**src/rtl/sges_pkg.sv**
```systemverilog
// shared types, codes and constants of the gauge servo smoother
package sges_pkg;

    // field widths
    localparam int KIND_W     = 2;
    localparam int SENSOR_W   = 16;
    localparam int REQ_W      = 10;
    localparam int ELAPSED_W  = 16;
    localparam int ANGLE_W    = 8;
    localparam int TAU_W      = 13;
    localparam int CFG_IDX_W  = 2;
    localparam int CFG_DATA_W = 16;
    localparam int DEN_W      = 16;
    localparam int ALPHA_W    = 16;
    localparam int TFRAC_W    = 8;
    localparam int MAP_NUM_W  = 24;

    // fixed values
    localparam int ANGLE_MAX = 180;
    localparam int TAU_MIN   = 50;
    localparam int TAU_MAX   = 5000;
    localparam int X_SPAN    = 10;

    localparam logic signed [SENSOR_W-1:0] RANGE_MIN_RST = 16'sd0;
    localparam logic signed [SENSOR_W-1:0] RANGE_MAX_RST = 16'sd1000;
    localparam logic [TAU_W-1:0]           TAU_RST       = 13'd300;

    localparam logic [ALPHA_W-1:0] TABLE_ONE = 16'hFFFF;

    // q.31 constants for the decay table build
    localparam longint unsigned ONE_Q31    = 64'h0000_0000_8000_0000;
    localparam longint unsigned HALF_Q31   = 64'h0000_0000_4000_0000;
    localparam longint unsigned X_SPAN_Q31 = 64'h0000_0005_0000_0000;
    localparam longint unsigned TABLE_ONE_L = 64'd65535;

    typedef enum logic [KIND_W-1:0] {
        KIND_SET_VALUE = 2'd0,
        KIND_SET_ANGLE = 2'd1,
        KIND_DIRECT    = 2'd2,
        KIND_TICK      = 2'd3
    } t_kind;

    typedef enum logic [CFG_IDX_W-1:0] {
        CFG_RANGE_MIN = 2'd0,
        CFG_RANGE_MAX = 2'd1,
        CFG_TAU       = 2'd2
    } t_cfg_idx;

    typedef enum logic [3:0] {
        ST_IDLE,
        ST_DIV,
        ST_RD0,
        ST_RD1,
        ST_FSTART,
        ST_MULF,
        ST_ASTART,
        ST_MULA,
        ST_EMIT
    } t_state;

    // status of a serial arithmetic unit
    typedef struct packed {
        logic busy;
        logic done;
    } t_unit_stat;

    // clamp a signed request into 0..180
    function automatic logic [ANGLE_W-1:0] clamp_angle(input logic signed [REQ_W-1:0] a);
        logic [ANGLE_W-1:0] res;
        if (a < 10'sd0) begin
            res = '0;
        end else if (a > 10'sd180) begin
            res = ANGLE_W'(ANGLE_MAX);
        end else begin
            res = a[ANGLE_W-1:0];
        end
        return res;
    endfunction

endpackage

```
**src/rtl/sges_serial_mul.sv**
```systemverilog
// bit-serial shift-add multiplier, one multiplier bit per cycle
module sges_serial_mul #(
    parameter int A_W = 24,
    parameter int B_W = 16
) (
    input  logic                    i_clk,
    input  logic                    i_rst_n,
    input  logic                    i_start,
    input  logic [A_W-1:0]          i_a,
    input  logic [B_W-1:0]          i_b,
    output sges_pkg::t_unit_stat    o_stat,
    output logic [A_W+B_W-1:0]      o_prod
);
    import sges_pkg::*;

    localparam int CNT_W = $clog2(B_W + 1);

    logic [A_W-1:0]     r_a;
    logic [A_W+B_W-1:0] r_prod;
    logic [CNT_W-1:0]   r_cnt;
    logic               r_busy;
    logic               r_done;

    logic [A_W:0]       sum;
    logic [A_W+B_W-1:0] n_prod;

    // add the multiplicand on a set lsb, then shift the whole product right
    always_comb begin
        sum    = {1'b0, r_prod[A_W+B_W-1:B_W]} + (r_prod[0] ? {1'b0, r_a} : '0);
        n_prod = {sum, r_prod[B_W-1:1]};
    end

    always_ff @(posedge i_clk) begin
        if (!i_rst_n) begin
            r_busy <= 1'b0;
            r_done <= 1'b0;
            r_cnt  <= '0;
        end else begin
            r_done <= 1'b0;
            if (i_start) begin
                r_busy <= 1'b1;
                r_cnt  <= CNT_W'(B_W);
            end else if (r_busy) begin
                r_cnt <= r_cnt - 1'b1;
                if (r_cnt == CNT_W'(1)) begin
                    r_busy <= 1'b0;
                    r_done <= 1'b1;
                end
            end
        end
    end

    always_ff @(posedge i_clk) begin
        if (i_start) begin
            r_a    <= i_a;
            r_prod <= {{A_W{1'b0}}, i_b};
        end else if (r_busy) begin
            r_prod <= n_prod;
        end
    end

    assign o_stat.busy = r_busy;
    assign o_stat.done = r_done;
    assign o_prod      = r_prod;
endmodule

```
**config.mk**
```make
export PLATFORM = sky130hd
export DESIGN_NAME = sges_serial_mul
export DESIGN_NICKNAME = d
export VERILOG_FILES = /design/src/rtl/sges_pkg.sv /design/src/rtl/sges_serial_mul.sv
export SDC_FILE = /design/constraint.sdc
export NUM_CORES = 1
export LEC_CHECK = 0
export BUFFER_PORTS_ARGS = -buffer_cell sky130_fd_sc_hd__buf_2
export CORE_ASPECT_RATIO = 0.8
export CORE_MARGIN = 2
export CORE_UTILIZATION = 55
export CTS_BUF_LIST = sky130_fd_sc_hd__clkbuf_4 sky130_fd_sc_hd__clkbuf_8 sky130_fd_sc_hd__clkbuf_16
export DETAILED_ROUTE_END_ITERATION = 10
export GPL_ROUTABILITY_DRIVEN = 0
export PLACE_DENSITY = 0.79
export SETUP_SLACK_MARGIN = 0.15
export SLEW_MARGIN = 20
export SYNTH_ARGS = -nofsm -noshare
export SYNTH_HDL_FRONTEND = slang
export SYNTH_SLANG_ARGS = --single-unit
```
**constraint.sdc**
```tcl
create_clock -name i_clk -period 8.3 [get_ports i_clk]
set_input_delay 0.415 -clock i_clk [delete_from_list [all_inputs] [get_ports i_clk]]
set_output_delay 0.415 -clock i_clk [all_outputs]
set_load 0.03 [all_outputs]
```
==> flow_summary.ini <==
[global_routing]
antenna_found_initial = 0
grt.total_usage = 0.216
grt_overflow = 0
grt_max_degree = 67
grt_pass1_wl_um = 13400
grt_pass1_vias = 2831

[clock_network]
cts.clk_slew.worst_paths_ns = 0.07
cts_root_buffer = clkbuf_8
post_cts_buffers = 0
ctsHtreeMaxLevel = 3
ctsHoldBuffers = 0
cts_tree = built
clock_path_buffers = 2
clock-sinks = 71
clock_latency_ns = 0.34
cts-resized-gates = 0
cts_buffers = 9

[logic_synthesis]
ys_seq_area_frac = 0.464
synth_top_flop_cell = edfxtp_1
synth_seq_cells = 71
ys_top_cells_by_count = edfxtp_1, dfxtp_1, nor2_1, and2_1, ha_1
synthCells = 352
yosys_warnings = 0
syn_avg_cell_area_um2 = 11.2
synth_edf_count = 40
synth_async_sr_flop_share = 0
netlist.area_leader.share = 0.306
yosysUniqueCellTypes = 61
syn_nets = 422
synth_most_common_cell = edfxtp_1
synth_top_area_cell = edfxtp_1
yosys-top-cells-area = edfxtp_1, dfxtp_1, ha_1
syn_area_um2 = 3930

[power]
p_int_mw = 0.658
swShare = 0.295
vdd_drop_max_mv = 0.120
power.share.clock = 0.324
power_density_nw_per_um2 = 202
power_frac_seq = 0.454
switchingPower_mw = 0.275
power_mw = 0.933
pwr-share-comb = 0.222
power_leakage_nw = 2.08

[finish]
fin_nets = 505
multi_input_area_um2 = 1990
final_cells = 527
drive_gt1_frac = 0.309
final_util = 0.669
fin_area_um2 = 4610
fill_cells = 573
layout-area-overhead-vs-synth_pct = 17.4
register_area_um2 = 1820
antenna_cells = 0

[timing]
finalSetupViolations = 0
fin_tns_setup_ns = 0
timing.final.crit_share = 0.378
drv_slew = 0
period_minus_slack_ns = 3.14
clock.fmax_mhz = 319
hold_viol_final = 0
rsz0062_at_grt = false
fin_worst_skew_ns = 0.00582
slew_headroom = 0.493
worst_pin_slew_ns = 0.760

[placed_design]
post-place-cells = 511
io_buffer_count = 84
placed_cell_area_um2 = 4380
post-dp-hpwl_um = 5820

[floorplanning]
initial_core_util = 0.570
ios = 85
rows = 27
die_y_um = 79.6
die-area_um2 = 7840
core_area_um2 = 6890
die_x_um = 98.5

[route]
totalWireLength_um = 8150
ant_nets = 0
drtIter0Drc = 174
first_pass_iters = 5
vias = 2963
vias_per_cell = 5.62
drc = 0
wire_per_inst_um = 15.5

[worst_setup_path]
crit_buf_inv = 0
crit_arrival_ns = 3.33
crit_chain = and2_1 -> ha_1 -> fa_1 -> a21o_1 -> a22oi_1 -> a31oi_2 -> o31ai_2 -> o211ai_2 -> a211oi_1 -> a2111oi_2
critPathLaunchType = register
slowest_delay_ns = 0.68
path_delay_family = compound AO/OA/AOI/OAI gates
cp-end-kind = register
critPathMaxFanout = 25
crit_slowest_cell = edfxtp_1
required_ns = 8.50
crit_type = reg -> reg

[outcome]
status = completed

[flow_run]
drv_cap = 0

[worst_hold_path]
min_path_type = in -> reg
-- stage by stage --
| stage | hold WS, ns | setup WS [ns] |
|---|---|---|
| floorplan | 0.468 | 5.45 |
| global placement | 0.470 | 5.32 |
| detailed placement | 0.473 | 5.22 |
| CTS | 0.225 | 5.19 |
| global route | 0.223 | 4.97 |
| finish | 0.241 | 5.16 |
-- placed cells by master (no fill, tap or decap), types with 8 or more instances in the layout --
master,n
a21o_1,9
a21oi_1,17
and2_1,26
buf_2,84
clkbuf_8,11
dfxtp_1,31
edfxtp_1,40
ha_1,26
inv_1,8
mux2_2,16
mux2i_1,12
nand2_1,19
nor2_1,27
xnor2_1,13
xor2_1,9
-- routing by layer --
| layer | share of wire | track usage |
|---|---|---|
| met4 | 0.010 | 0.0822 |
| met5 | 0 | 0 |
| met3 | 0.072 | 0.0543 |
| met2 | 0.45 | 0.333 |
| met1 | 0.47 | 0.297 |
-- registers in the layout, summed over array words and instances (netlist names) --
signal / count
r_cnt: 5
r_done: 1
r_a: 24
r_busy: 1
o_prod: 40
-- power groups by stage --
stage               Sequential, mW  Combinational, mW  Clock [mW]
global route                 0.427              0.227       0.325
floorplan                    0.462              0.120           0
detailed placement           0.431              0.206           0
CTS                          0.424              0.207       0.309
global placement             0.430              0.202           0
finish                       0.423              0.207       0.302
-- area by class of cell --
type | count | share of cell area
clock buffers | 12 | 0.0383
well taps | 87 | 0.0236
clock inverters | 4 | 0.0109
multi-input cells | 259 | 0.431
repair buffers | 86 | 0.0944
flip-flops and latches | 71 | 0.395
inverters | 8 | 0.00651
-- worst paths after layout --
path	endpoint	depth (start not counted)	startpoint	slack (ns)
max	o_prod[39]	10	o_prod[0]	5.16
min	r_a[6]	1	i_a[6]	0.24
max reg2reg	o_prod[39]	10	o_prod[0]	5.16
min reg2reg	o_prod[32]	2	o_prod[32]	0.49
-- kinds of logic (layout without fill, tap and decap cells) --
logic type | Yosys count | in the layout | synth area share
xor gates and xnor gates | 22 | 22 | 0.0490
muxes | 28 | 28 | 0.0764
adders and majority gates | 27 | 27 | 0.0879
AOI/OAI and AO/OA | 79 | 79 | 0.155
DFF | 71 | 71 | 0.464
buffers and inverters | 22 | 110 | 0.0303
and+or+nand+nor | 103 | 103 | 0.138
Note: power is estimated with default switching activity, not from simulation.
