## src/rtl/sges_pkg.sv

```systemverilog
// shared types, codes and constants of the gauge servo smoother
package sges_pkg;

    // field widths
    localparam int KIND_W     = 2;
    localparam int SENSOR_W   = 16;
    localparam int REQ_W      = 10;
    localparam int ELAPSED_W  = 16;
    localparam int ANGLE_W    = 8;
    localparam int TAU_W      = 13;
    localparam int CFG_IDX_W  = 2;
    localparam int CFG_DATA_W = 16;
    localparam int DEN_W      = 16;
    localparam int ALPHA_W    = 16;
    localparam int TFRAC_W    = 8;
    localparam int MAP_NUM_W  = 24;

    // fixed values
    localparam int ANGLE_MAX = 180;
    localparam int TAU_MIN   = 50;
    localparam int TAU_MAX   = 5000;
    localparam int X_SPAN    = 10;

    localparam logic signed [SENSOR_W-1:0] RANGE_MIN_RST = 16'sd0;
    localparam logic signed [SENSOR_W-1:0] RANGE_MAX_RST = 16'sd1000;
    localparam logic [TAU_W-1:0]           TAU_RST       = 13'd300;

    localparam logic [ALPHA_W-1:0] TABLE_ONE = 16'hFFFF;

    // q.31 constants for the decay table build
    localparam longint unsigned ONE_Q31    = 64'h0000_0000_8000_0000;
    localparam longint unsigned HALF_Q31   = 64'h0000_0000_4000_0000;
    localparam longint unsigned X_SPAN_Q31 = 64'h0000_0005_0000_0000;
    localparam longint unsigned TABLE_ONE_L = 64'd65535;

    typedef enum logic [KIND_W-1:0] {
        KIND_SET_VALUE = 2'd0,
        KIND_SET_ANGLE = 2'd1,
        KIND_DIRECT    = 2'd2,
        KIND_TICK      = 2'd3
    } t_kind;

    typedef enum logic [CFG_IDX_W-1:0] {
        CFG_RANGE_MIN = 2'd0,
        CFG_RANGE_MAX = 2'd1,
        CFG_TAU       = 2'd2
    } t_cfg_idx;

    typedef enum logic [3:0] {
        ST_IDLE,
        ST_DIV,
        ST_RD0,
        ST_RD1,
        ST_FSTART,
        ST_MULF,
        ST_ASTART,
        ST_MULA,
        ST_EMIT
    } t_state;

    // status of a serial arithmetic unit
    typedef struct packed {
        logic busy;
        logic done;
    } t_unit_stat;

    // clamp a signed request into 0..180
    function automatic logic [ANGLE_W-1:0] clamp_angle(input logic signed [REQ_W-1:0] a);
        logic [ANGLE_W-1:0] res;
        if (a < 10'sd0) begin
            res = '0;
        end else if (a > 10'sd180) begin
            res = ANGLE_W'(ANGLE_MAX);
        end else begin
            res = a[ANGLE_W-1:0];
        end
        return res;
    endfunction

endpackage

```

## src/rtl/sges_serial_div.sv

```systemverilog
// bit-serial restoring divider, one quotient bit per cycle
module sges_serial_div #(
    parameter int N_W = 25,
    parameter int D_W = 16
) (
    input  logic                    i_clk,
    input  logic                    i_rst_n,
    input  logic                    i_start,
    input  logic [N_W-1:0]          i_num,
    input  logic [D_W-1:0]          i_den,
    output sges_pkg::t_unit_stat    o_stat,
    output logic [N_W-1:0]          o_quot
);
    import sges_pkg::*;

    localparam int CNT_W = $clog2(N_W + 1);

    logic [N_W-1:0]   r_quot;
    logic [D_W-1:0]   r_rem;
    logic [D_W-1:0]   r_den;
    logic [CNT_W-1:0] r_cnt;
    logic             r_busy;
    logic             r_done;

    logic [D_W+1:0]   trial;
    logic             fits;
    logic [D_W-1:0]   n_rem;
    logic [N_W-1:0]   n_quot;

    // shift the next dividend bit into the remainder and try a subtract
    always_comb begin
        trial  = {1'b0, r_rem, r_quot[N_W-1]} - {2'b00, r_den};
        fits   = ~trial[D_W+1];
        n_rem  = fits ? trial[D_W-1:0] : {r_rem[D_W-2:0], r_quot[N_W-1]};
        n_quot = {r_quot[N_W-2:0], fits};
    end

    always_ff @(posedge i_clk) begin
        if (!i_rst_n) begin
            r_busy <= 1'b0;
            r_done <= 1'b0;
            r_cnt  <= '0;
        end else begin
            r_done <= 1'b0;
            if (i_start) begin
                r_busy <= 1'b1;
                r_cnt  <= CNT_W'(N_W);
            end else if (r_busy) begin
                r_cnt <= r_cnt - 1'b1;
                if (r_cnt == CNT_W'(1)) begin
                    r_busy <= 1'b0;
                    r_done <= 1'b1;
                end
            end
        end
    end

    always_ff @(posedge i_clk) begin
        if (i_start) begin
            r_quot <= i_num;
            r_rem  <= '0;
            r_den  <= i_den;
        end else if (r_busy) begin
            r_quot <= n_quot;
            r_rem  <= n_rem;
        end
    end

    assign o_stat.busy = r_busy;
    assign o_stat.done = r_done;
    assign o_quot      = r_quot;
endmodule

```

## config.mk

```make
export PLATFORM = sky130hd
export DESIGN_NAME = sges_serial_div
export DESIGN_NICKNAME = d
export VERILOG_FILES = /design/src/rtl/sges_pkg.sv /design/src/rtl/sges_serial_div.sv
export SDC_FILE = /design/constraint.sdc
export NUM_CORES = 1
export LEC_CHECK = 0
export BUFFER_PORTS_ARGS = -buffer_cell sky130_fd_sc_hd__buf_2
export CAP_MARGIN = 20
export CORE_MARGIN = 2
export CORE_UTILIZATION = 55
export DETAILED_ROUTE_END_ITERATION = 12
export PLACE_DENSITY = 0.84
export SYNTH_ARGS = -nofsm -noshare
export SYNTH_HDL_FRONTEND = slang
export SYNTH_SLANG_ARGS = --single-unit
export TNS_END_PERCENT = 30
```

## constraint.sdc

```tcl
create_clock -name i_clk -period 2.6 [get_ports i_clk]
set_input_delay 0.52 -clock i_clk [delete_from_list [all_inputs] [get_ports i_clk]]
set_output_delay 0.52 -clock i_clk [all_outputs]
set_load 0.05 [all_outputs]
```

==> results.md, run 1 <==
* Status: completed
* WL per Instance at 16.1 um
* RSZ-0062 raised after global routing: no
* Worst-case clock buffer depth at 2
* Util after Layout at 0.659
* Crit path max fanout at 6
* Combinational group share of total power at 0.207
* Post-synth top cells: edfxtp_1, mux2_2, dfxtp_1, inv_1, nand2_1
* Postcts setup bufs at 0
* Peak Freq at 0.409 GHz
* Seq/Total Area, Yosys at 0.476
* Final Hold Fails at 0
* Initial antenna violation count at 0
* Total length of routed wires at 7.67 mm
* Hpwl dp at 5.52 mm
* Worst Path Arrival at approximately 2.7 ns
* Row count at 29
* Synth area leader: edfxtp_1
* Peak supply drop at between 0.5 and 0.6 mV
* Via density at 5.93
* Layout area overhead at 17.0%
* Post-DRT Antenna Nets at 0
* Hold Startpoint: i_den[0]
* Syn avg cell area at 11.2 sq um
* Final #Nets at 458
* Worst Max-Slew Pin Slew at 0.529 ns
* Crit end category: flip-flop
* Final period util at 0.940
* Clock latency on the worst-skew pair at ~0.36 ns
* CTS tree: built
* Max Transition Viols Final at 0
* # setup viols final at 0
* Post-DP Area at about 4000 sq um
* CTS Buf Count at 9
* Worst R2R Start: r_den[3]
* Internal power at 1.81 mW
* Number of antenna repair diodes at 0
* Die span in y at 84.4 um
* Most used flip-flop cell after synthesis: edfxtp_1
* Critical Path Start: r_den[3]
* Synthesized Nets at about 380
* Netlist cell types at 60
* Min-delay worst type: in2reg
* Pwr/cell area at 635 nW/um^2
* Max-cap violations at 0
* Worst slew margin at 0.646
* Sink Count at between 60 and 70
* Worst clock skew at 0.0121 ns
* Via count at approximately 2,800
* Vias in the first global route at 2,828
* Fill cells at roughly 480
* Starting density of the core at 0.563
* Share of post-route cells with drive strength above 1 at 0.345
* GP Congestion at 0.942
* Die Wd at 84.4 um
* Area contributors post-synth: edfxtp_1, dfxtp_1, mux2_2, ha_1, xor2_1
* Mapped Area at 3560 sq um
* Drt first pass iters at 8
* Boundary pin count at between 70 and 80
* Startpoint Class: flip-flop
* Final Total Pwr at between 2 and 3 mW
* Sequential power share at 0.459
* Async SR Flop Fraction at 0
* EDFF count, synth at 41
* Required @ worst endpoint at 2.87 ns
* P_sw at a little over 0.8 mW
* Post-route cell area at 4160 sq um
* Reg clk slew, reported paths at 0.08 ns
* Seq cells post-synth at 64
* Sw Ratio at 0.314
* H-tree levels at 3
* Leak at 1.75 nW
* DR DRC count at 0
* PostCTS Resize Cnt at 0
* Setup TNS at 0 ns
* Total GRT Usage at 0.231
* Ys Warns at 0
* Core Area at around 6300 sq um
* CP Class: reg2reg
* Largest net degree at the start of global routing at 32
* First-pass GRT wire length at ~13 mm
* Clk network pwr share at 0.334
* Die ar. at 7130 sq um
* DRT iter0 DRCs at 198
* CTS root buf: clkbuf_8
* IO buf count at 70
* Count leader, synth: edfxtp_1
* Synth Instances at 318
* Hold Buf Count CTS at 0
* Yosys top cell area share at 0.346
* Final min period at 2.44 ns
* Gr ovfl total at 0
cell families (layout without fill, tap and decap cells):
family,after synthesis,count (layout),synth area share
AND/OR/NAND/NOR,80,80,0.114
AO/OA/AOI/OAI,76,76,0.163
buffers and inverters,40,122,0.0651
flip-flops,64,64,0.476
XOR/XNOR,14,14,0.0345
adder cells (fa/ha/maj),19,19,0.0689
multiplexers,25,25,0.0791
state kept, by name (all words and copies together), names as in the netlist:
signal  cells
r_rem      16
o_quot     25
r_cnt       5
r_busy      1
r_done      1
r_den      16
cell type report:
class / instances / area, sq um / share of cell area
Timing Repair Buffer: 83 / 448 / 0.108
Clock inverter: 7 / 76.3 / 0.0183
Clock buffer: 9 / 124 / 0.0298
Tap cell: 77 / 96.3 / 0.0232
Sequential cell: 64 / 1690 / 0.406
Inverter: 23 / 86.3 / 0.0207
Multi-Input combinational cell: 214 / 1640 / 0.394
final timing paths:
path	cells past startpoint	slack, ns	endpoint
max reg2reg	9	0.16	r_rem[9]
max	9	0.16	r_rem[9]
min	1	0.33	r_den[0]
min reg2reg	2	0.49	r_rem[8]
cells in the final DEF, fill, tap and decap left out, types with 2 or more instances in the layout:
master    instances
and3_2            2
nand2b_1          5
ha_1             18
nand4_1           6
edfxtp_1         41
o31ai_2           2
a221oi_1          2
a41oi_1           2
mux2_2           25
buf_2            70
and2_1            5
a211oi_1          2
xnor2_1           4
clkbuf_8          9
dfxtp_1          23
o211ai_1          6
inv_6             4
nor2_1           17
o21ai_1           2
o31ai_1           4
a21o_2            2
o311ai_1          2
xor2_1           10
a21oi_1          17
buf_4            13
nor3_1            9
nor2b_1           2
nand3_1           6
inv_1            23
a211o_1           3
o21ai_0          10
a311oi_1          3
nand3b_1          2
a21o_1            3
nand2_1          21
per-layer routing:
layer / wire [um] / part of all wire / GRT usage / vias to the layer above
met3: 633 / 0.083 / 0.0688 / 22
met4: 209 / 0.027 / 0.128 / 0
met2: 3660 / 0.48 / 0.365 / 145
li1: - / - / - / 1343
met5: 0 / 0 / 0 / -
met1: 3160 / 0.41 / 0.285 / 1320
through the flow:
step / worst slack (ns) / hold WS [ns] / instances
3_3_place_gp: 0.206 / 0.469 / 461
2_1_floorplan: 0.0387 / 0.452 / 318
6_report: 0.155 / 0.334 / 477
4_1_cts: 0.0916 / 0.318 / 477
3_5_place_dp: 0.103 / 0.483 / 461
5_1_grt: 0.00501 / 0.321 / 477
power groups by stage:
stage | Clock (mW) | Sequential [mW] | Combinational (mW)
3_5_place_dp | 0 | 1.23 | 0.544
2_1_floorplan | 0 | 1.37 | 0.278
4_1_cts | 0.898 | 1.21 | 0.545
5_1_grt | 0.933 | 1.22 | 0.592
3_3_place_gp | 0 | 1.23 | 0.531
6_report | 0.882 | 1.21 | 0.548
worst max-delay path: stages, from the launching register on:
cell	delay, ns
edfxtp_1	0.35
inv_1	0.04
ha_1	0.35
o211ai_2	0.11
a21o_4	0.22
a2111oi_4	0.42
o31ai_2	0.14
buf_4	0.19
a211o_1	0.30
a311oi_2	0.22
(Power assumes the default switching activity.)
==> run 2: changes to the inputs <==
--- a/config.mk
+++ b/config.mk
@@ -7,10 +7,11 @@
 export LEC_CHECK = 0
 export BUFFER_PORTS_ARGS = -buffer_cell sky130_fd_sc_hd__buf_2
 export CAP_MARGIN = 20
+export CORE_ASPECT_RATIO = 0.6
 export CORE_MARGIN = 2
 export CORE_UTILIZATION = 55
 export DETAILED_ROUTE_END_ITERATION = 12
-export PLACE_DENSITY = 0.84
+export PLACE_DENSITY = 0.89
 export SYNTH_ARGS = -nofsm -noshare
 export SYNTH_HDL_FRONTEND = slang
 export SYNTH_SLANG_ARGS = --single-unit
==> results.md, run 2 (synthesis gave the netlist of run 1 again) <==
* # setup viols final at 0
* Max-cap violations at 0
* Post-DRT Antenna Nets at 0
* IO buf count at 70
* Non-filler cells, final at 480
* Worst slew margin at 0.442
* Final period util at 0.961
* Leak at around 1.7 nW
* CP Class: reg2reg
* Boundary pin count at between 70 and 80
* Clock latency on the worst-skew pair at around 0.36 ns
* Starting density of the core at 0.574
* Via count at 2,913
* Final min period at 2.50 ns
* GP Congestion at roughly 0.97
* Setup TNS at 0 ns
* Number of antenna repair diodes at 0
* CTS tree: built
* Share of post-route cells with drive strength above 1 at 0.346
* Total length of routed wires at about 8.8 mm
* DRT iter0 DRCs at 347
* Post-DP Area at 3940 sq um
* CTS root buf: clkbuf_8
* Postcts setup bufs at 0
* Leading cell type in the layout, fill and taps excluded: buf_2
* Max Transition Viols Final at 0
* Via density at 6.07
* Hold Buf Count CTS at 0
* First-pass GRT wire length at between 10 and 15 mm
* Worst Path Arrival at 2.74 ns
* Die span in y at 66.3 um
* Worst-case clock buffer depth at 2
* WL per Instance at approximately 18 um
* Die ar. at roughly 7100 sq um
* Highest-count cells in the layout ignoring fill and taps: buf_2, edfxtp_1, mux2_2
* Vias in the first global route at ~2,600
* Dpl cells at 464
* Crit end category: flip-flop
* Drt first pass iters at 6
* Gr ovfl total at 0
* Sink Count at 64
* Row count at 22
* Final Hold Fails at 0
* Total GRT Usage at 0.254
* Hpwl dp at roughly 6.4 mm
* Layout area overhead at 18.1%
* Core Area at a little over 6000 sq um
* Reg clk slew, reported paths at 0.08 ns
* Pwr/cell area at 679 nW/um^2
* Die Wd at 108 um
* Worst Max-Slew Pin Slew at approximately 0.83 ns
* H-tree levels at 3
* Max reg flops at 25
* Crit path max fanout at 3
* Peak supply drop at about 0.39 mV
* Startpoint Class: flip-flop
* Min-delay worst type: in2reg
* Status: completed
* Final #Nets at 454
* Peak Freq at 0.400 GHz
* Largest net degree at the start of global routing at 35
* DR DRC count at 0
* Required @ worst endpoint at 2.84 ns
* Worst clock skew at 0.0104 ns
* Post-route cell area at roughly 4200 sq um
* CTS Buf Count at 9
* Initial antenna violation count at 0
[run 2: cell count changes in the layout (fill, tap and decap cells not counted)]
cell | before | now
buf_4 | 13 | 9
inv_6 | 4 | 1
bufinv_16 | 1 | 3
a221oi_1 | 2 | 1
a221oi_2 | 0 | 1
clkinv_1 | 1 | 0
clkinv_2 | 0 | 1
clkinvlp_4 | 1 | 2
ha_1 | 18 | 17
ha_2 | 0 | 1
o31ai_2 | 2 | 1
o31ai_4 | 0 | 1
[run 2: metrics by stage]
| step | total power [mW] | utilization | setup slack [ns] | hold WS, ns |
|---|---|---|---|---|
| floorplan | 1.65 | - | 0.0387 | 0.452 |
| global placement | 1.78 | 0.635 | 0.194 | 0.471 |
| detailed placement | 1.80 | 0.635 | 0.104 | 0.486 |
| CTS | 2.84 | 0.675 | 0.0341 | 0.326 |
| global route | 2.95 | 0.678 | -0.000454 | 0.325 |
| finish | 2.85 | 0.678 | 0.102 | 0.332 |
[run 2: critical path, stage by stage, from the launching register on]
cell      delay, ns
edfxtp_1       0.44
inv_1          0.10
ha_1           0.16
inv_1          0.06
fa_1           0.41
a21o_1         0.25
a221oi_2       0.33
o211ai_1       0.14
nand3b_1       0.11
a221oi_1       0.08
a311o_1        0.29
[run 2: final cells by class]
| cell class | instances | area [sq um] |
|---|---|---|
| Fill cell | 455 | 1990 |
| Sequential cell | 64 | 1690 |
| Multi-Input combinational cell | 214 | 1660 |
| Timing Repair Buffer | 79 | 418 |
| Clock buffer | 9 | 124 |
| Clock inverter | 7 | 119 |
| Tap cell | 84 | 105 |
| Inverter | 23 | 86.3 |
[run 2: power by group]
part	leakage, nW	total [mW]	internal [mW]	switching (mW)
registers	0.596	1.22	1.17	0.0463
clock network	0.116	1.05	0.638	0.414
logic	1.04	0.579	0.191	0.388
[run 2: path summary, 6_finish.rpt]
kind | from | end | slack (ns) | cells after the start
worst max-delay path | o_quot[24] | r_rem[12] | 0.10 | 10
worst min register to register | r_rem[10] | r_rem[10] | 0.50 | 2
worst max register to register | o_quot[24] | r_rem[12] | 0.10 | 10
worst min-delay path | i_den[13] | r_den[13] | 0.33 | 1
[run 2: what timing repair did]
action                     CTS  global route
hold endpoints to repair     0             0
setup endpoints to repair    0             6
gates resized for setup      0             4
[run 2: metal layers]
layer	up-vias	GRT usage	part of all wire
met5	-	0	0
met4	0	0.0897	0.016
met3	20	0.117	0.12
met2	182	0.345	0.42
met1	1377	0.353	0.44
li1	1334	-	-
